===== config.mk =====
export PLATFORM = sky130hd
export DESIGN_NAME = tea_out_skid
export DESIGN_NICKNAME = d
export VERILOG_FILES = /design/src/tea_pkg.sv /design/src/tea_out_skid.sv
export SDC_FILE = /design/constraint.sdc
export NUM_CORES = 1
export LEC_CHECK = 0
export BUFFER_PORTS_ARGS = -buffer_cell sky130_fd_sc_hd__buf_4
export CORE_MARGIN = 10
export CORE_UTILIZATION = 45
export CTS_CLUSTER_SIZE = 28
export DETAILED_ROUTE_END_ITERATION = 12
export PLACE_DENSITY = 0.76
export SLEW_MARGIN = 20
export SYNTH_ARGS = -nofsm -noshare
export SYNTH_HDL_FRONTEND = slang
export SYNTH_SLANG_ARGS = --single-unit

===== constraint.sdc =====
create_clock -name clk_i -period 9.8 [get_ports clk_i]
set_clock_uncertainty 0.1 [all_clocks]
set_input_delay 1.96 -clock clk_i [delete_from_list [all_inputs] [get_ports clk_i]]
set_output_delay 1.96 -clock clk_i [all_outputs]
set_load 0.005 [all_outputs]

===== src/tea_pkg.sv =====
// ----------------------------------------------------------------------------
// TEA block cipher package
// Shared types, constants and round-sum helper for the TEA round chain.
// ----------------------------------------------------------------------------
package tea_pkg;

  localparam int unsigned ROUNDS    = 1024;
  localparam int unsigned CELLS     = 2 * ROUNDS;  // one cell per half-round
  localparam logic [31:0] TEA_DELTA = 32'h9E37_79B9;

  typedef logic [31:0] word_t;

  typedef enum logic [2:0] {
    REG_KEY0   = 3'd0,
    REG_KEY1   = 3'd1,
    REG_KEY2   = 3'd2,
    REG_KEY3   = 3'd3,
    REG_DECRYPT = 3'd4
  } cfg_reg_e;

  // Key words and mode as seen by every cell
  typedef struct packed {
    word_t key0;
    word_t key1;
    word_t key2;
    word_t key3;
    logic  decrypt;
  } cfg_t;

  // Payload that moves along the chain
  typedef struct packed {
    word_t a;     // first word, block bits 63..32
    word_t b;     // second word, block bits 31..0
    logic  last;
  } stage_t;

  // delta * n mod 2^32, evaluated at elaboration
  function automatic word_t round_sum(input int unsigned n);
    logic [63:0] prod;
    prod = 64'(TEA_DELTA) * 64'(n);
    return prod[31:0];
  endfunction

endpackage


===== src/tea_out_skid.sv =====
// ----------------------------------------------------------------------------
// TEA output stage
// Output register plus skid entry; holds the chain only when both are full.
// ----------------------------------------------------------------------------
module tea_out_skid import tea_pkg::*; (
  input  logic   clk_i,
  input  logic   rst_ni,
  input  logic   in_valid_i,
  input  stage_t in_data_i,
  output logic   in_ready_o,
  output logic   out_valid_o,
  output stage_t out_data_o,
  input  logic   out_ready_i
);

  logic   out_valid_q, out_valid_d;
  logic   skid_valid_q, skid_valid_d;
  stage_t out_data_q, out_data_d;
  stage_t skid_data_q, skid_data_d;
  logic   in_take;

  assign in_ready_o = ~skid_valid_q;
  assign in_take    = in_valid_i & ~skid_valid_q;

  always_comb begin
    out_valid_d  = out_valid_q;
    out_data_d   = out_data_q;
    skid_valid_d = skid_valid_q;
    skid_data_d  = skid_data_q;
    if (!out_valid_q || out_ready_i) begin
      if (skid_valid_q) begin
        out_valid_d  = 1'b1;
        out_data_d   = skid_data_q;
        skid_valid_d = 1'b0;
      end else begin
        out_valid_d = in_take;
        out_data_d  = in_data_i;
      end
    end else if (in_take) begin
      // output still waiting: park the arriving result
      skid_valid_d = 1'b1;
      skid_data_d  = in_data_i;
    end
  end

  always_ff @(posedge clk_i or negedge rst_ni) begin
    if (!rst_ni) begin
      out_valid_q  <= 1'b0;
      skid_valid_q <= 1'b0;
    end else begin
      out_valid_q  <= out_valid_d;
      skid_valid_q <= skid_valid_d;
    end
  end

  always_ff @(posedge clk_i) begin
    out_data_q  <= out_data_d;
    skid_data_q <= skid_data_d;
  end

  assign out_valid_o = out_valid_q;
  assign out_data_o  = out_data_q;

endmodule


==> results of run 1 <==
## layout make-up
class	instances	area (um^2)	share of cell area
well taps	136	170	0.0259
inverters	1	3.75	0.000571
multi-input cells	70	833	0.127
repair buffers	137	1030	0.156
clock buffers	18	418	0.0636
flip-flops and latches	132	3960	0.602
clock inverters	14	163	0.0247
## cells by family after synthesis
| kind of cell | share of synthesized area |
|---|---|
| muxes | 0.164 |
| and+or+nand+nor | 0.00517 |
| DFF | 0.816 |
| buffers and inverters | 0.0142 |
## cells in the mapped netlist
cell type	n	area (um^2)
nor2_1	2	7.51
nor3b_1	1	7.51
buf_6	4	45.0
inv_1	1	3.75
edfxtp_1	130	3900
dfrtp_1	2	50.1
nand2b_1	1	6.26
mux2_2	48	541
nand2_1	1	3.75
buf_2	4	20.0
mux2_4	17	255
## per-stage QoR
step	power [mW]	utilization	setup slack (ns)	cell area (um^2)	hold slack (ns)
6_report	1.41	0.631	5.87	6570	0.444
5_1_grt	1.47	0.631	5.71	6570	0.448
3_3_place_gp	0.818	0.575	5.89	5990	0.429
2_1_floorplan	0.747	-	0.675	4840	0.423
4_1_cts	1.43	0.631	5.84	6570	0.449
3_5_place_dp	0.822	0.575	5.77	5990	0.430
## metal layers
metal	vias to the layer above	GRT usage	routed length (um)
met4	0	0.0415	53
met3	6	0.0584	956
met5	-	0	0
li1	1138	-	-
met2	89	0.184	4490
met1	1159	0.144	3790
## where the power goes
group	internal, mW	leakage, nW	switching [mW]
registers	0.670	1.27	0.0208
clock network	0.385	0.268	0.221
logic	0.0748	0.984	0.0425
total	1.13	2.52	0.284
## flip-flops by register name, indices dropped and copies added, names as in the netlist
signal        count
out_valid_o       1
skid_valid_q      1
skid_data_q      65
out_data_o       65
## worst max-delay path by stage
| stage | cells after the start | to | start |
|---|---|---|---|
| after global placement | 4 | skid_data_q[31]$_DFFE_PP_ | out_ready_i |
| final | 2 | in_ready_o | skid_valid_q$_DFFE_PN0P_ |
| after global routing | 2 | in_ready_o | skid_valid_q$_DFFE_PN0P_ |
| after CTS | 2 | in_ready_o | skid_valid_q$_DFFE_PN0P_ |
| after detailed placement | 4 | skid_data_q[27]$_DFFE_PP_ | out_ready_i |
| after floorplan | 2 | skid_data_q[0]$_DFFE_PP_ | out_ready_i |
==> reports/results.ini, run 1 <==
[layout]
mostFrequentLayoutCells=buf_4 (137), edfxtp_1 (130), mux2_2 (48)
diodes=0
layout_commonest_cell=buf_4
fin_nets=428
drive_gt1_frac=0.629
fillers=726
final_cells=508
syn_to_final_growth_pct=35.7

[timing]
slew_viol_final=0
worstMarginPinSlew_ns=0.980
grt_setup_unrepaired=false
slew_headroom=0.347
tns_ns=0
finalHoldViolCount=0
post-route-period-util=0.402
finalSetupViolCount=0
fin_crit_ns=3.93
max_freq_mhz=254

[placement]
port_buffers=135
dpl.hpwl_mm=6.28
placedCellCount=476
gp_congestion=0.718

[worst_setup_path]
critPathTopFamily=flip-flops
slowest_delay_ns=1.06
cp_data_required_time_ns=7.74
crit_type=reg -> out
r2r_cells=3
start_kind=flop
critPathSlowestCell=dfrtp_4
cp.arrival_ns=1.87
end_kind=output port
cp_max_fo=68
timing.rr.end=skid_data_q[12]$_DFFE_PP_
r2r-start=out_valid_o$_DFFE_PN0P_
rrSetupSlack_ns=7.56
timing.critical_path.buf_inv=2
path_cells=inv_1 > buf_4

[clocking]
clk_latency_ns=0.49
post_cts_buffers=0
cts_root_buf=clkbuf_8
cts_buffers=17
cts_max_level=4
cts_tree=done
ctsHoldBuffers=0
clk_pin_slew_ns=0.06
cts_resized=0
cts_max_path_buffers=2
cts_sinks=132

[yosys]
syn_area_um2=4840
yosys.cell_types.count=11
ys_seq_area_frac=0.816
synthesis.nets=280
avgSynthCellArea_um2=23.0
ys_warn_count=0
synth_seq_cells=132
syn_inst=211

[outcome]
status=completed

[routing]
viasPerCell=4.71
drc_errors=0
wl_mm=9.30
wire_per_inst_um=18.3
vias=2392
drtIter0Drc=170
dr.pass1.iters=4
final_antenna_net_count=0

[floorplanning]
rows=37
die_h_um=124
die_area_um2=15300
die-width_um=124
io-pin-count=136
core_um2=10400
initial_utilization=0.465

[power]
cellPowerDensity_nw_per_um2=215
ir_drop_v=0.000107
power.leakage_nw=2.52

[global_route]
grt_first_pass_wirelength_mm=13.9
grt_overflow_total=0
antenna_found_initial=0
grt_max_degree=69
grt_pass1_vias=2649
grt_usage=0.120

[min_path]
hold_end=out_data_o[28]$_DFFE_PP_
min_path_cells=1
min_from=skid_data_q[28]$_DFFE_PP_
hp-class=reg -> reg

[run]
drv_cap=0

Note: power is estimated with default switching activity, not from simulation.
==> run 2, diff against run 1 <==
- PLACE_DENSITY: 0.76 -> 0.79
- clock period: 9.8 -> 3.4 ns (I/O delays scaled with it)
==> run 2 against run 1 <==
Setup slack got worse by 5.1 ns. Combinational power increased to 2.9 times the previous value. Register-to-register slack got worse by 6.2 ns. Routed wire length grew 1.2%. Highest routed layer unchanged.
==> reports/results.ini, run 2 (synthesis gave the netlist of run 1 again) <==
[outcome]
status=completed

[worst_setup_path]
cp_data_required_time_ns=2.62  ; -5.12 ns
path_cells=inv_1 > buf_4
cp_max_fo=68  ; unchanged
crit_type=reg -> out
critPathTopFamily=flip-flops
timing.critical_path.buf_inv=2  ; unchanged
cp.arrival_ns=1.86  ; about the same
end_kind=output port
slowest_delay_ns=1.09  ; +0.03 ns
critPathSlowestCell=dfrtp_4
start_kind=flop

[global_route]
grt_usage=0.126  ; +0.00603
antenna_found_initial=0  ; unchanged
grt_overflow_total=0  ; unchanged
grt_first_pass_wirelength_mm=14.2  ; +2.3%
grt_max_degree=69  ; unchanged
grt_pass1_vias=2646  ; -0.11%

[layout]
final_cells=509  ; +0.20%
layout_commonest_cell=buf_4
mostFrequentLayoutCells=buf_4 (136), edfxtp_1 (130), mux2_2 (48)
syn_to_final_growth_pct=36.4
fin_util=0.634  ; +0.00324
diodes=0  ; unchanged
fin_nets=429  ; +0.23%
drive_gt1_frac=0.622  ; -0.00705

[timing]
worstMarginPinSlew_ns=1.01  ; +0.0276 ns
max_freq_mhz=378
finalSetupViolCount=0  ; unchanged
grt_setup_unrepaired=false
slew_viol_final=0  ; unchanged
slew_headroom=0.328  ; -0.0184
finalHoldViolCount=0  ; unchanged
post-route-period-util=0.777
fin_crit_ns=2.64
tns_ns=0  ; unchanged

[routing]
dr.pass1.iters=5  ; +1
wire_per_inst_um=18.5  ; +1.0%
vias=2451  ; +2.5%
wl_mm=9.41  ; +1.2%
drc_errors=0  ; unchanged
viasPerCell=4.82  ; +2.3%
final_antenna_net_count=0  ; unchanged
drtIter0Drc=169  ; -0.59%

[clocking]
ctsHoldBuffers=1  ; +1
cts_root_buf=clkbuf_8
cts_buffers=17  ; unchanged
cts_sinks=132  ; unchanged
cts_tree=done
clk_latency_ns=0.50  ; about the same
cts_max_path_buffers=2  ; unchanged
cts_max_level=4  ; unchanged
cts_resized=0  ; unchanged
post_cts_buffers=0  ; unchanged
clk_pin_slew_ns=0.06  ; about the same

[floorplanning]
die_h_um=124  ; unchanged
rows=37  ; unchanged
die_area_um2=15300  ; unchanged
initial_utilization=0.465  ; unchanged
die-width_um=124  ; unchanged
core_um2=10400  ; unchanged
io-pin-count=136  ; unchanged

[placement]
port_buffers=135  ; unchanged
gp_congestion=0.731  ; +1.7%
placedCellCount=476  ; unchanged
dpl.hpwl_mm=6.36  ; +1.2%

[run]
drv_cap=0  ; unchanged

[power]
power.total_mw=4.12  ; +190%
power.leakage_nw=2.55  ; +1.1%
cellPowerDensity_nw_per_um2=624  ; +190%
ir_drop_v=0.000323  ; +200%

[min_path]
hp-class=in -> reg

==> run 2: per-layer routing <==
metal / share of wire / track usage / vias to the layer above
met4: 0.0077 / 0.0546 / 0
met2: 0.48 / 0.184 / 100
met5: 0 / 0 / -
li1: - / - / 1143
met3: 0.11 / 0.0652 / 7
met1: 0.40 / 0.153 / 1201
==> run 2: final timing paths <==
check                                         start  slack [ns]                   endpoint  cells past startpoint
max in group asynchronous                    rst_ni        2.71   skid_valid_q$_DFFE_PN0P_                      2
max                        skid_valid_q$_DFFE_PN0P_        0.76                 in_ready_o                      2
max reg2reg                skid_valid_q$_DFFE_PN0P_        1.39   skid_data_q[1]$_DFFE_PP_                      2
min in group asynchronous                    rst_ni        0.39   skid_valid_q$_DFFE_PN0P_                      2
min reg2reg                skid_data_q[3]$_DFFE_PP_        0.45    out_data_o[3]$_DFFE_PP_                      1
min                                   in_data_i[52]        0.26  skid_data_q[52]$_DFFE_PP_                      1
==> run 2: layout make-up <==
class	instances	area, um^2
sequential	132	3960
fill	743	3810
timing repair buffer	138	1050
multi-input combinational	70	840
clock buffer	19	422
tap	136	170
clock inverter	13	164
inverter	1	3.75
==> run 2: power by group <==
group / internal [mW] / switching, mW
Clock: 1.17 / 0.616
Combinational: 0.219 / 0.124
Sequential: 1.93 / 0.0585
Total: 3.32 / 0.798
==> run 2: worst register-to-register path, stage by stage (launching register included) <==
cell and delay (ns):
dfrtp_4 0.83, nor3b_4 0.35, buf_12 0.32
==> run 2: metrics by stage <==
| step | area (um^2) | setup slack (ns) | hold WS, ns |
|---|---|---|---|
| 2_1_floorplan | 4860 | -0.0880 | 0.284 |
| 3_3_place_gp | 6010 | 1.12 | 0.363 |
| 3_5_place_dp | 6010 | 1.12 | 0.367 |
| 4_1_cts | 6610 | 0.677 | 0.228 |
| 5_1_grt | 6610 | 0.591 | 0.214 |
| 6_report | 6610 | 0.757 | 0.258 |
