### src/tea_pkg.sv
// ----------------------------------------------------------------------------
// TEA block cipher package
// Shared types, constants and round-sum helper for the TEA round chain.
// ----------------------------------------------------------------------------
package tea_pkg;

  localparam int unsigned ROUNDS    = 1024;
  localparam int unsigned CELLS     = 2 * ROUNDS;  // one cell per half-round
  localparam logic [31:0] TEA_DELTA = 32'h9E37_79B9;

  typedef logic [31:0] word_t;

  typedef enum logic [2:0] {
    REG_KEY0   = 3'd0,
    REG_KEY1   = 3'd1,
    REG_KEY2   = 3'd2,
    REG_KEY3   = 3'd3,
    REG_DECRYPT = 3'd4
  } cfg_reg_e;

  // Key words and mode as seen by every cell
  typedef struct packed {
    word_t key0;
    word_t key1;
    word_t key2;
    word_t key3;
    logic  decrypt;
  } cfg_t;

  // Payload that moves along the chain
  typedef struct packed {
    word_t a;     // first word, block bits 63..32
    word_t b;     // second word, block bits 31..0
    logic  last;
  } stage_t;

  // delta * n mod 2^32, evaluated at elaboration
  function automatic word_t round_sum(input int unsigned n);
    logic [63:0] prod;
    prod = 64'(TEA_DELTA) * 64'(n);
    return prod[31:0];
  endfunction

endpackage

### src/tea_cfg_regs.sv
// ----------------------------------------------------------------------------
// TEA configuration registers
// Key words and encrypt/decrypt mode, written through an indexed port.
// ----------------------------------------------------------------------------
module tea_cfg_regs import tea_pkg::*; (
  input  logic        clk_i,
  input  logic        rst_ni,
  input  logic        cfg_valid_i,
  output logic        cfg_ready_o,
  input  logic [2:0]  cfg_index_i,
  input  logic [31:0] cfg_data_i,
  output cfg_t        cfg_o
);

  cfg_t cfg_q, cfg_d;

  assign cfg_ready_o = 1'b1;

  always_comb begin
    cfg_d = cfg_q;
    if (cfg_valid_i) begin
      case (cfg_reg_e'(cfg_index_i))
        REG_KEY0:    cfg_d.key0    = cfg_data_i;
        REG_KEY1:    cfg_d.key1    = cfg_data_i;
        REG_KEY2:    cfg_d.key2    = cfg_data_i;
        REG_KEY3:    cfg_d.key3    = cfg_data_i;
        REG_DECRYPT: cfg_d.decrypt = cfg_data_i[0];
        default:     cfg_d = cfg_q;  // unmapped index: write dropped
      endcase
    end
  end

  always_ff @(posedge clk_i or negedge rst_ni) begin
    if (!rst_ni) begin
      cfg_q <= '0;
    end else begin
      cfg_q <= cfg_d;
    end
  end

  assign cfg_o = cfg_q;

endmodule

### config.mk
export PLATFORM = sky130hd
export DESIGN_NAME = tea_cfg_regs
export DESIGN_NICKNAME = d
export VERILOG_FILES = /design/src/tea_pkg.sv /design/src/tea_cfg_regs.sv
export SDC_FILE = /design/constraint.sdc
export NUM_CORES = 1
export LEC_CHECK = 0
export ABC_CLOCK_PERIOD_IN_PS = 1400
export BUFFER_PORTS_ARGS = -buffer_cell sky130_fd_sc_hd__clkbuf_2
export CAP_MARGIN = 20
export CORE_MARGIN = 4
export CORE_UTILIZATION = 40
export DETAILED_ROUTE_END_ITERATION = 6
export PLACE_DENSITY = 0.66
export SLEW_MARGIN = 20
export SYNTH_ARGS = -nofsm -noshare
export SYNTH_HDL_FRONTEND = slang
export SYNTH_SLANG_ARGS = --single-unit
### constraint.sdc
create_clock -name clk_i -period 1.4 [get_ports clk_i]
set_input_delay 0.14 -clock clk_i [delete_from_list [all_inputs] [get_ports clk_i]]
set_output_delay 0.14 -clock clk_i [all_outputs]
set_load 0.05 [all_outputs]
==> results.py, run 1 <==
metrics = {
    "outcome": {
        "status": "finished clean",
    },
    "setup_path": {
        "critPathMaxFanout": 2,
        "r2r_start": "cfg_o[63]",
        "start_kind": "flip-flop",
        "crit_family": "flip-flops",
        "r2r_slack_ns": 0.62,
        "cp_cell_sequence": "clkbuf_2",
        "worst-path-buf-inv": 1,
        "critPathKind": "flip-flop to output port",
        "crit_arrival_ns": 1.07,
        "r2r_end": "cfg_o[63]",
        "slowest_stage": "dfrtp_1",
        "required_ns": 1.26,
        "endpoint_kind": "output port",
        "r2r_cells": 1,
        "cp_slowest_stage_delay_ns": 0.37,
    },
    "power_and_ir_drop": {
        "p_comb_share_pct": 35.6,
        "power_density_nw_per_um2": 2094,
        "power_switching_w": 0.005655,
        "switching_share_pct": 40.33,
        "power_frac_seq_pct": 35.6,
        "vdd.ir_drop.worst_mv": 0.9314,
        "p_clk_share_pct": 28.8,
        "p_leak_nw": 3.234,
        "intPower_w": 0.008368,
        "total_power_w": 0.01402,
    },
    "synthesis": {
        "synth_top_area_share_pct": 66.14,
        "ys_types": 10,
        "ys_top_cells_by_count": "dfrtp_1 (129), mux2_2 (119), mux2_1 (10)",
        "synth_nets": 317,
        "seq_area_frac_synth_pct": 66.14,
        "synth_edf_count": 0,
        "synth-main-ff-cell": "dfrtp_1",
        "synthesis.area_sq_um": 4881,
        "synth_top_area_cell": "dfrtp_1",
        "synthCells": 279,
        "synth_seq_cells": 129,
        "postSynthAreaPerCell_sq_um": 17.49,
        "yosysWarnings": 0,
        "async_flop_share_pct": 100.0,
        "synthTopCellsByArea": "dfrtp_1 (66%), mux2_2 (27%), mux2_1 (2.3%), buf_6 (2.1%), nor4bb_1 (0.62%)",
        "synth_most_common_cell": "dfrtp_1",
    },
    "hold_path": {
        "hp-class": "input pin to flip-flop",
        "hp-start": "cfg_data_i[12]",
        "hold_path_end": "cfg_o[13]",
        "hold-path-cell-count": 2,
    },
    "clocking": {
        "cts_setup_buffers": 0,
        "clock_sinks": 129,
        "cts_tree": "yes",
        "cts_made_buffers": 17,
        "clkTransAtPathRegs_ns": 0.05,
        "cts_root_buf": "clkbuf_16",
        "cts_max_path_buffers": 2,
        "clkLatencyLatePin_ns": 0.41,
        "htreeDepth": 4,
    },
    "finish": {
        "multi_input_area_sq_um": 1549,
        "seqCellArea_sq_um": 3228,
        "drive_gt1_share_pct": 65.92,
        "fin_util_pct": 55.97,
        "fillCellCount": 1022,
        "area_growth_pct": 37.17,
        "diodes": 0,
        "fin_area_sq_um": 6695,
        "final_net_count": 518,
        "largest_reg_flops": 129,
    },
    "global_routing": {
        "gr-usage-all-layers_pct": 16.74,
        "grt_pass1_vias": 3392,
        "grt_pass1_wl_um": 18260,
        "grt_max_degree": 58,
        "antenna_found_initial": 0,
        "grt-ovfl-total": 0,
    },
    "detailed_routing": {
        "dr.pass1.iters": 4,
        "vias_per_cell": 4.848,
        "ant_nets": 0,
        "drtIter0Drc": 139,
        "wl_um": 10960,
        "vias": 3103,
        "drc": 0,
        "wl_per_cell_um": 17.12,
    },
    "timing": {
        "finalHoldViolCount": 0,
        "fmax_mhz": 826.7,
        "finalSetupViolCount": 0,
        "rsz0062_at_grt": "no",
        "final_max_slew_viol_count": 0,
        "skew_ns": 0,
        "hold_slack_ns": 0.02024,
        "fin_crit_sh_pct": 86.40,
        "period_minus_slack_ns": 1.210,
    },
    "die": {
        "die-height_um": 118.5,
        "ioPinCount": 168,
        "die-area_sq_um": 14030,
        "coreArea_sq_um": 11960,
        "dieWidth_um": 118.5,
        "start_util_pct": 40.81,
        "row_count": 40,
    },
    "place": {
        "portBuffers": 166,
        "gp_congestion": 0.7283,
        "hpwl_um": 7662,
        "dpl_cell_area_sq_um": 5959,
    },
    "job": {
        "drv_cap": 0,
    },
}
power groups by stage:
stage / Clock, W / Combinational (W) / Sequential, W
2_1_floorplan: 0 / 0.000775 / 0.00793
3_3_place_gp: 0 / 0.00493 / 0.00504
3_5_place_dp: 0 / 0.00499 / 0.00506
4_1_cts: 0.00415 / 0.00504 / 0.00501
5_1_grt: 0.00434 / 0.00520 / 0.00511
6_report: 0.00404 / 0.00499 / 0.00500
per-stage QoR:
stage | cells | TNS [ns] | setup slack (ns)
2_1_floorplan | 279 | 0 | 0.2118
3_3_place_gp | 589 | -1.589 | -0.03066
3_5_place_dp | 589 | -3.119 | -0.06108
4_1_cts | 640 | 0 | 0.1633
5_1_grt | 640 | 0 | 0.1320
6_report | 640 | 0 | 0.1904
area by class of cell:
| type | count | area share, % |
|---|---|---|
| flip-flops and latches | 129 | 48.22 |
| multi-input cells | 135 | 23.14 |
| repair buffers | 197 | 17.75 |
| clock buffers | 27 | 7.363 |
| well taps | 147 | 2.747 |
| clock inverters | 5 | 0.7849 |
routing by layer:
layer	up-vias	GRT usage, %	share of wire (%)
li1	1408	-	-
met1	1557	21.33	43
met2	117	25.12	46
met3	21	6.938	8.4
met4	0	7.314	2.1
met5	-	0	0
logic make-up (layout without fill, tap and decap cells):
group                  after synthesis  count (layout)  synth area share (%)
muxes                              129             129                 29.76
DFF                                129             129                 66.14
buffers and inverters               15             229                 2.743
and+or+nand+nor                      5               5                 1.282
other                                1               1               0.07683
cell usage in the layout, fill, tap and decap left out, drive strengths merged:
master and instances:
clkinv 3, clkinvlp 1, dlygate4sd3 19, nor4b 1
nor4bb 3, conb 1, buf 13, mux2 129
dfrtp 129, clkbuf 192, bufinv 1, nand4b 1
worst max-delay path by stage:
stage / startpoint / endpoint / slack, ns / depth (start not counted)
after floorplan: cfg_index_i[0] / cfg_o[120] / 0.21 / 3
after global placement: cfg_index_i[2] / cfg_o[43] / -0.03 / 4
after detailed placement: cfg_index_i[0] / cfg_o[106] / -0.06 / 4
after CTS: cfg_o[77] / cfg_o[77] / 0.16 / 1
after global routing: cfg_o[62] / cfg_o[62] / 0.13 / 1
final: cfg_o[126] / cfg_o[126] / 0.19 / 1
what timing repair did:
item	in CTS	in global routing
hold endpoints to repair	175	0
hold buffers	19	0
resized for setup	0	0
(Power assumes the default switching activity.)
==> run 2, diff against run 1 <==
--- a/config.mk
+++ b/config.mk
@@ -14,2 +14,3 @@
 export PLACE_DENSITY = 0.66
+export SETUP_SLACK_MARGIN = 0.3
 export SLEW_MARGIN = 20
--- a/constraint.sdc
+++ b/constraint.sdc
@@ -3,2 +3,2 @@
 set_output_delay 0.14 -clock clk_i [all_outputs]
-set_load 0.05 [all_outputs]
+set_load 0.02 [all_outputs]
==> results.py, run 2 (synthesis results as in run 1) <==
metrics = {
    "clocking": {
        "clkLatencyLatePin_ns": 0.40,
        "cts_root_buf": "clkbuf_16",
        "cts_tree": "yes",
        "clkTransAtPathRegs_ns": 0.05,
        "htreeDepth": 4,
        "cts_made_buffers": 17,
        "cts_max_path_buffers": 2,
        "clock_sinks": 129,
    },
    "finish": {
        "area_growth_pct": 67.21,
        "drive_gt1_share_pct": 72.91,
        "largest_reg_flops": 129,
        "mostFrequentLayoutCell": "dfrtp_1",
        "fin_util_pct": 68.23,
        "fillCellCount": 794,
        "layoutNonFillerInstCount": 686,
        "final_net_count": 567,
        "final_cell_mix": "dfrtp_1 (129), buf_6 (91), mux2_2 (82)",
        "diodes": 0,
    },
    "setup_path": {
        "r2r_slack_ns": 0.35,
        "worst-path-buf-inv": 1,
        "start_kind": "flip-flop",
        "cp_slowest_stage_delay_ns": 0.41,
        "crit_family": "flip-flops",
        "required_ns": 1.26,
        "cp_num_cells": 1,
        "slowest_stage": "dfrtp_1",
        "r2r_start": "cfg_o[45]",
        "crit_arrival_ns": 0.98,
        "endpoint": "cfg_o[93]",
        "r2r_end": "cfg_o[45]",
        "endpoint_kind": "output port",
        "r2r_cells": 3,
        "cp_cell_sequence": "clkbuf_8",
        "critPathMaxFanout": 2,
        "setup.worst_path.start": "cfg_o[93]",
        "critPathKind": "flip-flop to output port",
    },
    "detailed_routing": {
        "ant_nets": 0,
        "dr.pass1.iters": 4,
        "wl_um": 12980,
        "vias": 3356,
        "drtIter0Drc": 153,
        "vias_per_cell": 4.892,
        "drc": 0,
        "wl_per_cell_um": 18.92,
    },
    "timing": {
        "hold_slack_ns": 0.01641,
        "finalHoldViolCount": 0,
        "rsz0062_at_grt": "yes",
        "final_max_slew_viol_count": 0,
        "finalSetupViolCount": 0,
        "period_minus_slack_ns": 1.122,
        "fin_crit_sh_pct": 80.16,
        "skew_ns": 0,
        "fmax_mhz": 891.0,
    },
    "global_routing": {
        "grt_max_degree": 56,
        "grt_pass1_wl_um": 19550,
        "antenna_found_initial": 0,
        "grt_pass1_vias": 3611,
        "grt-ovfl-total": 0,
        "gr-usage-all-layers_pct": 17.97,
    },
    "power_and_ir_drop": {
        "vdd.ir_drop.worst_mv": 0.9103,
        "p_leak_nw": 3.926,
        "power_density_nw_per_um2": 1791,
    },
    "place": {
        "gp_congestion": 0.7354,
        "portBuffers": 166,
        "placed_cells": 589,
        "hpwl_um": 7877,
    },
    "die": {
        "row_count": 40,
        "die-area_sq_um": 14030,
        "die-height_um": 118.5,
        "dieWidth_um": 118.5,
        "start_util_pct": 40.81,
        "coreArea_sq_um": 11960,
        "ioPinCount": 168,
    },
    "job": {
        "drv_cap": 0,
    },
    "hold_path": {
        "hp-class": "input pin to flip-flop",
    },
    "outcome": {
        "status": "finished clean",
    },
}
-- run 2: cell types whose count changed in the layout (fill, tap and decap cells not counted), sizes merged --
cell,previous run,this run
buf,13,168
bufinv,1,3
clkbuf,192,93
clkinv,3,2
clkinvlp,1,0
dlygate4sd3,19,9
-- run 2: layout make-up --
type	count	area, sq um	area share (%)
clock buffer	24	511.7	6.270
clock inverter	5	100.1	1.226
multi-input combinational	135	1710	20.96
sequential	129	3228	39.55
tap	147	183.9	2.254
timing repair buffer	246	2427	29.74
-- run 2: routing by layer --
layer | share of wire [%] | global-route usage, % | wire (um) | up-vias
met5 | 0 | 0 | 0 | -
met4 | 2.1 | 6.517 | 272 | 0
met3 | 5.5 | 6.459 | 715 | 22
met2 | 53 | 29.80 | 6823 | 117
met1 | 40 | 21.64 | 5166 | 1729
li1 | - | - | - | 1488
-- run 2: how the worst min path moves through the flow --
stage,slack (ns),to,depth (start not counted),from
after detailed placement,0.07,cfg_o[68],1,rst_ni
after floorplan,-0.16,cfg_o[0],0,rst_ni
after global routing,0.004,cfg_o[66],2,cfg_data_i[1]
final,0.02,cfg_o[51],2,cfg_data_i[18]
after global placement,0.07,cfg_o[79],1,rst_ni
after CTS,0.00003,cfg_o[66],2,cfg_data_i[1]
-- run 2: power by group --
part / total, W / internal (W) / switching (W)
sequential: 0.00520 / 0.00457 / 0.000638
combinational: 0.00489 / 0.00288 / 0.00201
clock: 0.00453 / 0.00305 / 0.00148
-- run 2: per-stage QoR --
stage                     area (sq um)  total power [W]  setup WS (ns)  TNS [ns]
final                             8162          0.01462         0.2777         0
after global routing              8162          0.01521         0.2415         0
after CTS                         7378          0.01357         0.2661         0
after detailed placement          6108         0.008306       -0.09763    -4.367
after global placement            6108         0.008217       -0.02829   -0.7671
after floorplan                   5050         0.006983         0.2118         0
-- run 2: what timing repair did --
action                                  CTS  global route
setup buffers                            31            28
resized for setup                        77           277
hold buffers                              9             0
endpoints found under the hold margin    56             0
endpoints found under the setup margin  102           129
