[src/tea_pkg.sv]
// ----------------------------------------------------------------------------
// TEA block cipher package
// Shared types, constants and round-sum helper for the TEA round chain.
// ----------------------------------------------------------------------------
package tea_pkg;

  localparam int unsigned ROUNDS    = 1024;
  localparam int unsigned CELLS     = 2 * ROUNDS;  // one cell per half-round
  localparam logic [31:0] TEA_DELTA = 32'h9E37_79B9;

  typedef logic [31:0] word_t;

  typedef enum logic [2:0] {
    REG_KEY0   = 3'd0,
    REG_KEY1   = 3'd1,
    REG_KEY2   = 3'd2,
    REG_KEY3   = 3'd3,
    REG_DECRYPT = 3'd4
  } cfg_reg_e;

  // Key words and mode as seen by every cell
  typedef struct packed {
    word_t key0;
    word_t key1;
    word_t key2;
    word_t key3;
    logic  decrypt;
  } cfg_t;

  // Payload that moves along the chain
  typedef struct packed {
    word_t a;     // first word, block bits 63..32
    word_t b;     // second word, block bits 31..0
    logic  last;
  } stage_t;

  // delta * n mod 2^32, evaluated at elaboration
  function automatic word_t round_sum(input int unsigned n);
    logic [63:0] prod;
    prod = 64'(TEA_DELTA) * 64'(n);
    return prod[31:0];
  endfunction

endpackage

[src/tea_round_cell.sv]
// ----------------------------------------------------------------------------
// TEA half-round cell
// One half-round of TEA (encrypt or decrypt), registered, with a valid bit.
// ----------------------------------------------------------------------------
module tea_round_cell import tea_pkg::*; (
  input  logic   clk_i,
  input  logic   rst_ni,
  input  logic   en_i,
  input  cfg_t   cfg_i,
  input  word_t  sum_i,
  input  logic   half_i,    // 0: even cell of a round, 1: odd cell
  input  logic   valid_i,
  input  stage_t data_i,
  output logic   valid_o,
  output stage_t data_o
);

  logic   valid_q;
  stage_t data_q, data_d;
  logic   upd_a;
  word_t  src, dst, ka, kb, mix, res;

  // Encrypt updates a then b; decrypt runs the halves in reverse
  assign upd_a = ~(half_i ^ cfg_i.decrypt);

  always_comb begin
    src = upd_a ? data_i.b : data_i.a;
    dst = upd_a ? data_i.a : data_i.b;
    ka  = upd_a ? cfg_i.key0 : cfg_i.key2;
    kb  = upd_a ? cfg_i.key1 : cfg_i.key3;
    mix = ((src << 4) + ka) ^ (src + sum_i) ^ ((src >> 5) + kb);
    res = cfg_i.decrypt ? (dst - mix) : (dst + mix);
    data_d = data_i;
    if (upd_a) begin
      data_d.a = res;
    end else begin
      data_d.b = res;
    end
  end

  always_ff @(posedge clk_i or negedge rst_ni) begin
    if (!rst_ni) begin
      valid_q <= 1'b0;
    end else if (en_i) begin
      valid_q <= valid_i;
    end
  end

  always_ff @(posedge clk_i) begin
    if (en_i) begin
      data_q <= data_d;
    end
  end

  assign valid_o = valid_q;
  assign data_o  = data_q;

endmodule

[config.mk]
export PLATFORM = sky130hd
export DESIGN_NAME = tea_round_cell
export DESIGN_NICKNAME = d
export VERILOG_FILES = /design/src/tea_pkg.sv /design/src/tea_round_cell.sv
export SDC_FILE = /design/constraint.sdc
export NUM_CORES = 1
export LEC_CHECK = 0
export ABC_AREA = 1
export BUFFER_PORTS_ARGS = -buffer_cell sky130_fd_sc_hd__clkbuf_2
export CAP_MARGIN = 20
export CORE_UTILIZATION = 48
export CTS_CLUSTER_SIZE = 14
export DETAILED_ROUTE_END_ITERATION = 7
export PLACE_DENSITY = 0.72
export SLEW_MARGIN = 20
export SYNTH_ARGS = -nofsm -noshare
export SYNTH_HDL_FRONTEND = slang
export SYNTH_SLANG_ARGS = --single-unit
[constraint.sdc]
create_clock -name clk_i -period 0.9 [get_ports clk_i]
set_input_delay 0.18 -clock clk_i [delete_from_list [all_inputs] [get_ports clk_i]]
set_output_delay 0.18 -clock clk_i [all_outputs]
set_load 0.05 [all_outputs]
==> flow_summary.ini, run 1 <==
[yosys]
synthCells = 2328
synth_flop_cell = edfxtp_1
synth-edff-count = 65
avgSynthCellArea_um2 = 5.71
async_reset_ff_frac = 0.0152
yosysWarningCount = 0
synth_nets = 2687
synth_seq_cells = 66
synthTopCellsByArea = nand2_1 27%, edfxtp_1 15%, ha_1 12%, inv_1 8.4%, xor2_1 5.4%
synth.distinct_cells = 50
seq_area_frac_synth = 0.149
synth_top_area_frac = 0.271
syn_area_um2 = 13300
synth_largest_area_cell = nand2_1

[outcome]
lastStage = global routing (5_1_grt)
outcome = stopped before the end
error_line = [ERROR GRT-0232] Routing congestion too high. Check the congestion heatmap in the GUI.

[placement]
place.gp.congestion = 1.01
io_buffers = 296
dp_hpwl_mm = 48.9

[global_routing]
grt_util_all_layers = 0.782
grt_max_degree = 51
gr-total-overflow = 83

[floorplanning]
dieWidth_um = 168
ios = 297
fp.dieH_um = 168
fp-row-count = 60
start_util = 0.491

[clock_network]
clock_path_buffers = 2
cts_sinks = 66
htree_num_levels = 3
cts_buffers = 9
cts-root-buf = clkbuf_16

[sta]
worst_endpoint = data_o[32]$_DFFE_PP_/D
worstEndpointType = sequential cell input
[what timing repair did]
action / CTS
resized for setup: 349
gates cloned: 3
endpoints found under the setup margin: 130
pin swaps: 90
buffers inserted: 43
hold endpoints to repair: 1
hold buffers: 1
[cell usage after synthesis (all sizes together), types with 2 or more instances]
master and count:
xnor2 48, nor3 27, nand3 143, edfxtp 65, o21a 2, fa 4, nand3b 16, clkbuf 28
o21bai 8, a21oi 111, o21ai 117, a21o 14, buf 11, nand2 978, a21boi 7, o221ai 2
and2 3, a31oi 15, o211ai 2, inv 297, xor2 83, nor2 171, or2 14, nand4 30
ha 124
[per-stage QoR]
stage,worst slack (ps),cells,utilization,cell area [µm²]
2_1_floorplan,-4290,2328,-,13600
3_3_place_gp,-4940,3490,0.717,19400
3_5_place_dp,-5060,3490,0.717,19400
4_1_cts,-4070,3553,0.805,21800
[routing by layer]
layer	GRT usage	overflow
met5	0.485	0
met4	0.725	34
met3	0.646	8
met2	0.937	33
met1	0.786	8
[cells by family after synthesis]
group                      share of synthesized area
and+or+nand+nor                                0.428
buffers and inverters                         0.0967
AOI/OAI and AO/OA                              0.115
xor gates and xnor gates                      0.0874
adders and majority gates                      0.123
DFF                                            0.149
muxes                                        0.00160
==> inputs of run 2 (changes only) <==
--- a/config.mk
+++ b/config.mk
@@ -8,10 +8,9 @@
 export ABC_AREA = 1
 export BUFFER_PORTS_ARGS = -buffer_cell sky130_fd_sc_hd__clkbuf_2
 export CAP_MARGIN = 20
-export CORE_UTILIZATION = 48
-export CTS_CLUSTER_SIZE = 14
+export CORE_UTILIZATION = 33
 export DETAILED_ROUTE_END_ITERATION = 7
-export PLACE_DENSITY = 0.72
+export PLACE_DENSITY_LB_ADDON = 0.15
 export SLEW_MARGIN = 20
 export SYNTH_ARGS = -nofsm -noshare
 export SYNTH_HDL_FRONTEND = slang
==> run 2 against run 1 <==
Effect of this change: the flow now finishes, with violations (negative setup slack); synthesized cell count unchanged; synthesized area unchanged.
==> flow_summary.ini, run 2 <==
[yosys]
syn_area_um2 = 13300
synthCells = 2328
async_reset_ff_frac = 0.0152
avgSynthCellArea_um2 = 5.71
synth_largest_area_cell = nand2_1
synth_nets = 2687
synth_top_area_frac = 0.271
yosysMostFrequentCell = nand2_1
synth_seq_cells = 66
yosys.area_share.adder = 0.123
seq_area_frac_synth = 0.149
synth-simple-area-share = 0.428
yosysWarningCount = 0
synth_top_family_by_area = simple AND/OR/NAND/NOR gates
synthTopCellsByArea = nand2_1 27%, edfxtp_1 15%, ha_1 12%, inv_1 8.4%, xor2_1 5.4%
synth.distinct_cells = 50
synth.top_cells.by_count = 962 x nand2_1, 296 x inv_1, 165 x nor2_1, 141 x nand3_1, 124 x ha_1
synth_flop_cell = edfxtp_1
synth_compound_area_frac = 0.115
synth-xor-area-share = 0.0874
synth-edff-count = 65
synthMuxAreaShare = 0.00160

[floorplanning]
start_util = 0.335
ios = 297
core_um2 = 39700
fp-row-count = 73
fp.dieH_um = 203
dieWidth_um = 203
die-area_um2 = 41100

[sta]
finalWorstSetupSlack_ps = -4230
timing_hold_violations_final = 0
relSlewSlack = 0.621
tightest_slew_ps = 565
fmax_ghz = 0.195
layout_min_cycle_time_ps = 5130
setup_viol = 130
clock_skew_ps = 0
setup_tns_ps = -229780
rsz0062_at_grt = true
finalCritPeriodShare = 5.70
report.final.slew_viol_count = 0

[critical_path]
cp_slowest_cell = fa_2
required_ps = 980
start_kind = input port
crit_arrival_ps = 5210
crit_fanout = 6
crit_type = in2reg
cpPeakStageDelay_ps = 420
cp-end-kind = flip-flop

[clock_network]
cts-root-buf = clkbuf_16
clock_latency_ps = 340
htree_num_levels = 3
cts_buffers = 9
cts_sinks = 66
tritoncts = done
clock_path_buffers = 2
clk_pin_slew_ps = 50

[global_routing]
grt_pass1_vias = 17833
antenna_found_initial = 0
grt_util_all_layers = 0.298
gr-total-overflow = 0
grt_pass1_wl_mm = 94.3
grt_max_degree = 33

[power]
irDropWorstVdd_uv = 1580
p_per_area_nw_per_um2 = 2660
leakage_nw = 13.1

[routing]
via_count = 18344
wl_per_cell_um = 16.6
detail-route-antenna-nets = 0
drtPass1Iterations = 7
route.detailed.drc = 0
via_per_inst = 4.83
wl_mm = 63.2
first_iter_violations = 1043

[placement]
place.gp.congestion = 0.931
dpl_cell_area_um2 = 20200
dp_hpwl_mm = 53.0
preCtsSetupSlack_ps = -5290
io_buffers = 296

[final_layout]
area_delta_synth_final_pct = 82.5
final_common_cell = nand2_1
drive_gt1_frac = 0.434
final_cell_mix = 853 x nand2_1, 611 x buf_4, 279 x inv_1
largest_reg_flops = 65
design_area_um2 = 24300
antenna_cells = 0
layout.nets = 3627

[job]
maxCapViolations = 0

[outcome]
outcome = finished, violations left
violations = negative setup slack

[min_path]
hold_path.class = in2reg
-- run 2: cell families (layout without fill, tap and decap cells) --
family	Yosys count	after routing
mux	2	2
fa+ha+maj	128	128
flops	66	66
compound gates	280	280
xor+xnor	131	131
simple gates	1385	1385
buf+inv	336	1281
-- run 2: area by class of cell --
cell class	count	area, µm²
Fill cell	3725	15400
Multi-Input combinational cell	1926	12500
Timing Repair Buffer	968	7690
Sequential cell	66	1980
Inverter	297	1140
Tap cell	525	657
Clock buffer	12	246
Clock inverter	4	28.8
-- run 2: worst paths after layout --
kind                            depth (start not counted)  slack [ps]       from    endpoint
worst max-delay path                                   33       -4230   cfg_i[0]  data_o[27]
worst min register to register                          1         550    valid_o     valid_o
worst max register to register                          1         120    valid_o     valid_o
min in group asynchronous                               2         140     rst_ni     valid_o
worst min-delay path                                    1          20  data_i[0]   data_o[0]
max in group asynchronous                               2         660     rst_ni     valid_o
-- run 2: per-stage QoR --
stage | instances | util | hold slack, ps | total power (W)
final | 3798 | 0.611 | 20.2 | 0.0645
after global routing | 3798 | 0.611 | 23.5 | 0.0688
after CTS | 3757 | 0.569 | 11.3 | 0.0572
after detailed placement | 3694 | 0.508 | -41.5 | 0.0477
after global placement | 3694 | 0.508 | -45.2 | 0.0474
after floorplan | 2328 | - | -116 | 0.0294
-- run 2: what timing repair did --
action,CTS,global route
setup buffers,41,39
resized for setup,344,411
endpoints found under the setup margin,130,130
pin swaps,102,117
endpoints found under the hold margin,1,0
hold buffers,1,0
gates cloned,6,2
-- run 2: metal layers --
layer  up-vias  share of wire  global-route usage
met5         -              0                   0
met4         0          0.026              0.0854
met3        69          0.037              0.0175
met2       442           0.47               0.513
met1      8507           0.46               0.400
li1       9326              -                   -
-- run 2: where the power goes --
part / switching, W / leakage, nW / internal (W)
Combinational: 0.0295 / 12.3 / 0.0260
Sequential: 0.000550 / 0.644 / 0.00533
Clock: 0.00128 / 0.129 / 0.00194
-- run 2: critical path: cells and delay by family --
kind            cells  cell delay, ps
buf+inv             8             950
fa+ha+maj           3             900
compound gates      4             570
simple gates       13            1610
xor+xnor            5             980
Note: power is estimated with default switching activity, not from simulation.
==> inputs of run 3 (changes only) <==
--- a/config.mk
+++ b/config.mk
@@ -8,6 +8,7 @@
 export ABC_AREA = 1
 export BUFFER_PORTS_ARGS = -buffer_cell sky130_fd_sc_hd__clkbuf_2
 export CAP_MARGIN = 20
+export CORE_MARGIN = 2
 export CORE_UTILIZATION = 33
 export DETAILED_ROUTE_END_ITERATION = 7
 export PLACE_DENSITY_LB_ADDON = 0.15
==> constraint.sdc (replaced) <==
create_clock -name clk_i -period 0.9 [get_ports clk_i]
set_input_delay 0 -clock clk_i [delete_from_list [all_inputs] [get_ports clk_i]]
set_output_delay 0 -clock clk_i [all_outputs]
set_load 0.05 [all_outputs]
==> run 3 against run 2 <==
Effect of this change: the flow still finishes with violations (negative setup slack); core utilization increased by 1.9 points; first-iteration DRC count decreased by 18%; flip-flop and latch count unchanged; register-to-register slack barely moved; via count up 1.4%; fmax fell by 0.14%; clock skew is the same; setup slack got worse by 7.1 ps; routed wire length rose by 1.7%; combinational power is 8.7% higher; highest routed layer unchanged; global-route usage decreased by 0.60 points; clock-buffer cell count decreased by 3; critical path type unchanged.
==> flow_summary.ini, run 3 (same netlist as run 2, synthesis figures left out) <==
[routing]
via_count = 18604
drtPass1Iterations = 5
via_per_inst = 4.86
route.detailed.drc = 0
wl_mm = 64.2
detail-route-antenna-nets = 0
first_iter_violations = 860
wl_per_cell_um = 16.8

[power]
seq_power_share = 0.085
p_comb_frac = 0.870
irDropWorstVdd_uv = 1800
leakage_nw = 13.3
p_per_area_nw_per_um2 = 2770
switchingPower_w = 0.0335
internal_power_w = 0.0358
p_clk_frac = 0.046
netSwitchingFraction = 0.483

[critical_path]
crit_arrival_ps = 5240
required_ps = 1000
crit_top_cell = nand2_2
cp_top_family = simple AND/OR/NAND/NOR gates
crit_fanout = 8
start_kind = input port
crit_type = in2reg
path_buf_inv = 10
cp_slowest_cell = fa_2
cpPeakStageDelay_ps = 560
cp-end-kind = flip-flop

[sta]
timing_hold_violations_final = 0
clock_skew_ps = 0
layout_min_cycle_time_ps = 5140
rsz0062_at_grt = true
finalWorstSetupSlack_ps = -4240
report.final.slew_viol_count = 0
setup_tns_ps = -223240
fmax_ghz = 0.195
finalCritPeriodShare = 5.71
setup_viol = 92
tightest_slew_ps = 472
whs_ps = 6.40
relSlewSlack = 0.682

[clock_network]
clk_pin_slew_ps = 60
tritoncts = done
cts_sinks = 66
cts-root-buf = clkbuf_16
clock_latency_ps = 340
clock_path_buffers = 2
htree_num_levels = 3
cts_buffers = 9

[floorplanning]
dieWidth_um = 205
die-area_um2 = 41900
start_util = 0.335
fp.dieH_um = 205
ios = 297
core_um2 = 39700
fp-row-count = 73

[placement]
dp_hpwl_mm = 53.3
place_inst = 3700
io_buffers = 296
place.gp.congestion = 0.947

[final_layout]
final_common_cell = nand2_1
layoutNonFillerInstCount = 3827
final_cell_mix = 823 x nand2_1, 620 x buf_4, 276 x inv_1
area_delta_synth_final_pct = 88.1
antenna_cells = 0
layout.nets = 3656
drive_gt1_frac = 0.459
largest_reg_flops = 65

[global_routing]
top_usage_layer = met2
grt_pass1_vias = 18104
use_met2 = 0.509
antenna_found_initial = 0
gr-total-overflow = 0
grt_util_met3 = 0.0274
grt_util_all_layers = 0.292
grt_max_degree = 29
grtUsageMet1 = 0.382
grt_pass1_wl_mm = 93.7

[outcome]
violations = negative setup slack
outcome = finished, violations left

[min_path]
hold_path.class = in2reg

[job]
maxCapViolations = 0
[run 3: metrics by stage]
stage | util | area (µm²) | power [W] | setup WS (ps)
4_1_cts | 0.585 | 23200 | 0.0601 | -3970
2_1_floorplan | - | 13600 | 0.0294 | -4110
5_1_grt | 0.630 | 25000 | 0.0738 | -4470
6_report | 0.630 | 25000 | 0.0693 | -4240
3_3_place_gp | 0.510 | 20200 | 0.0472 | -5030
3_5_place_dp | 0.510 | 20200 | 0.0476 | -5060
[run 3: final timing paths]
check,from,end,slack [ps],cells past startpoint
min in group asynchronous,rst_ni,valid_o,500,3
worst min register to register,valid_o,valid_o,540,1
worst min-delay path,data_i[24],data_o[24],6,3
max in group asynchronous,rst_ni,valid_o,280,3
worst max-delay path,half_i,data_o[32],-4240,40
worst max register to register,valid_o,valid_o,120,1
[run 3: routing by layer]
| layer | part of all wire | routed length [µm] | vias to the layer above |
|---|---|---|---|
| met2 | 0.48 | 30900 | 498 |
| li1 | - | - | 9401 |
| met3 | 0.046 | 2940 | 77 |
| met5 | 0 | 0 | - |
| met4 | 0.024 | 1570 | 0 |
| met1 | 0.45 | 28800 | 8628 |
[run 3: timing repair]
item / in CTS / in global routing
setup endpoints to repair: 130 / 130
gates cloned: 4 / 2
resized for setup: 472 / 324
setup buffers: 64 / 49
pin swaps: 139 / 151
hold buffers: 4 / 0
endpoints found under the hold margin: 6 / 0
[run 3: layout make-up]
type | count | area [µm²]
clock inverter | 7 | 46.3
fill | 3606 | 14700
timing repair buffer | 995 | 7970
multi-input combinational | 1928 | 13000
clock buffer | 9 | 225
sequential | 66 | 1980
tap | 525 | 657
inverter | 297 | 1150
[run 3: power by group through the flow]
stage | registers [W] | logic, W | clock network (W)
after global routing | 0.00597 | 0.0645 | 0.00334
after CTS | 0.00585 | 0.0511 | 0.00320
after global placement | 0.00567 | 0.0415 | 0
after floorplan | 0.0101 | 0.0193 | 0
final | 0.00588 | 0.0602 | 0.00315
after detailed placement | 0.00571 | 0.0419 | 0
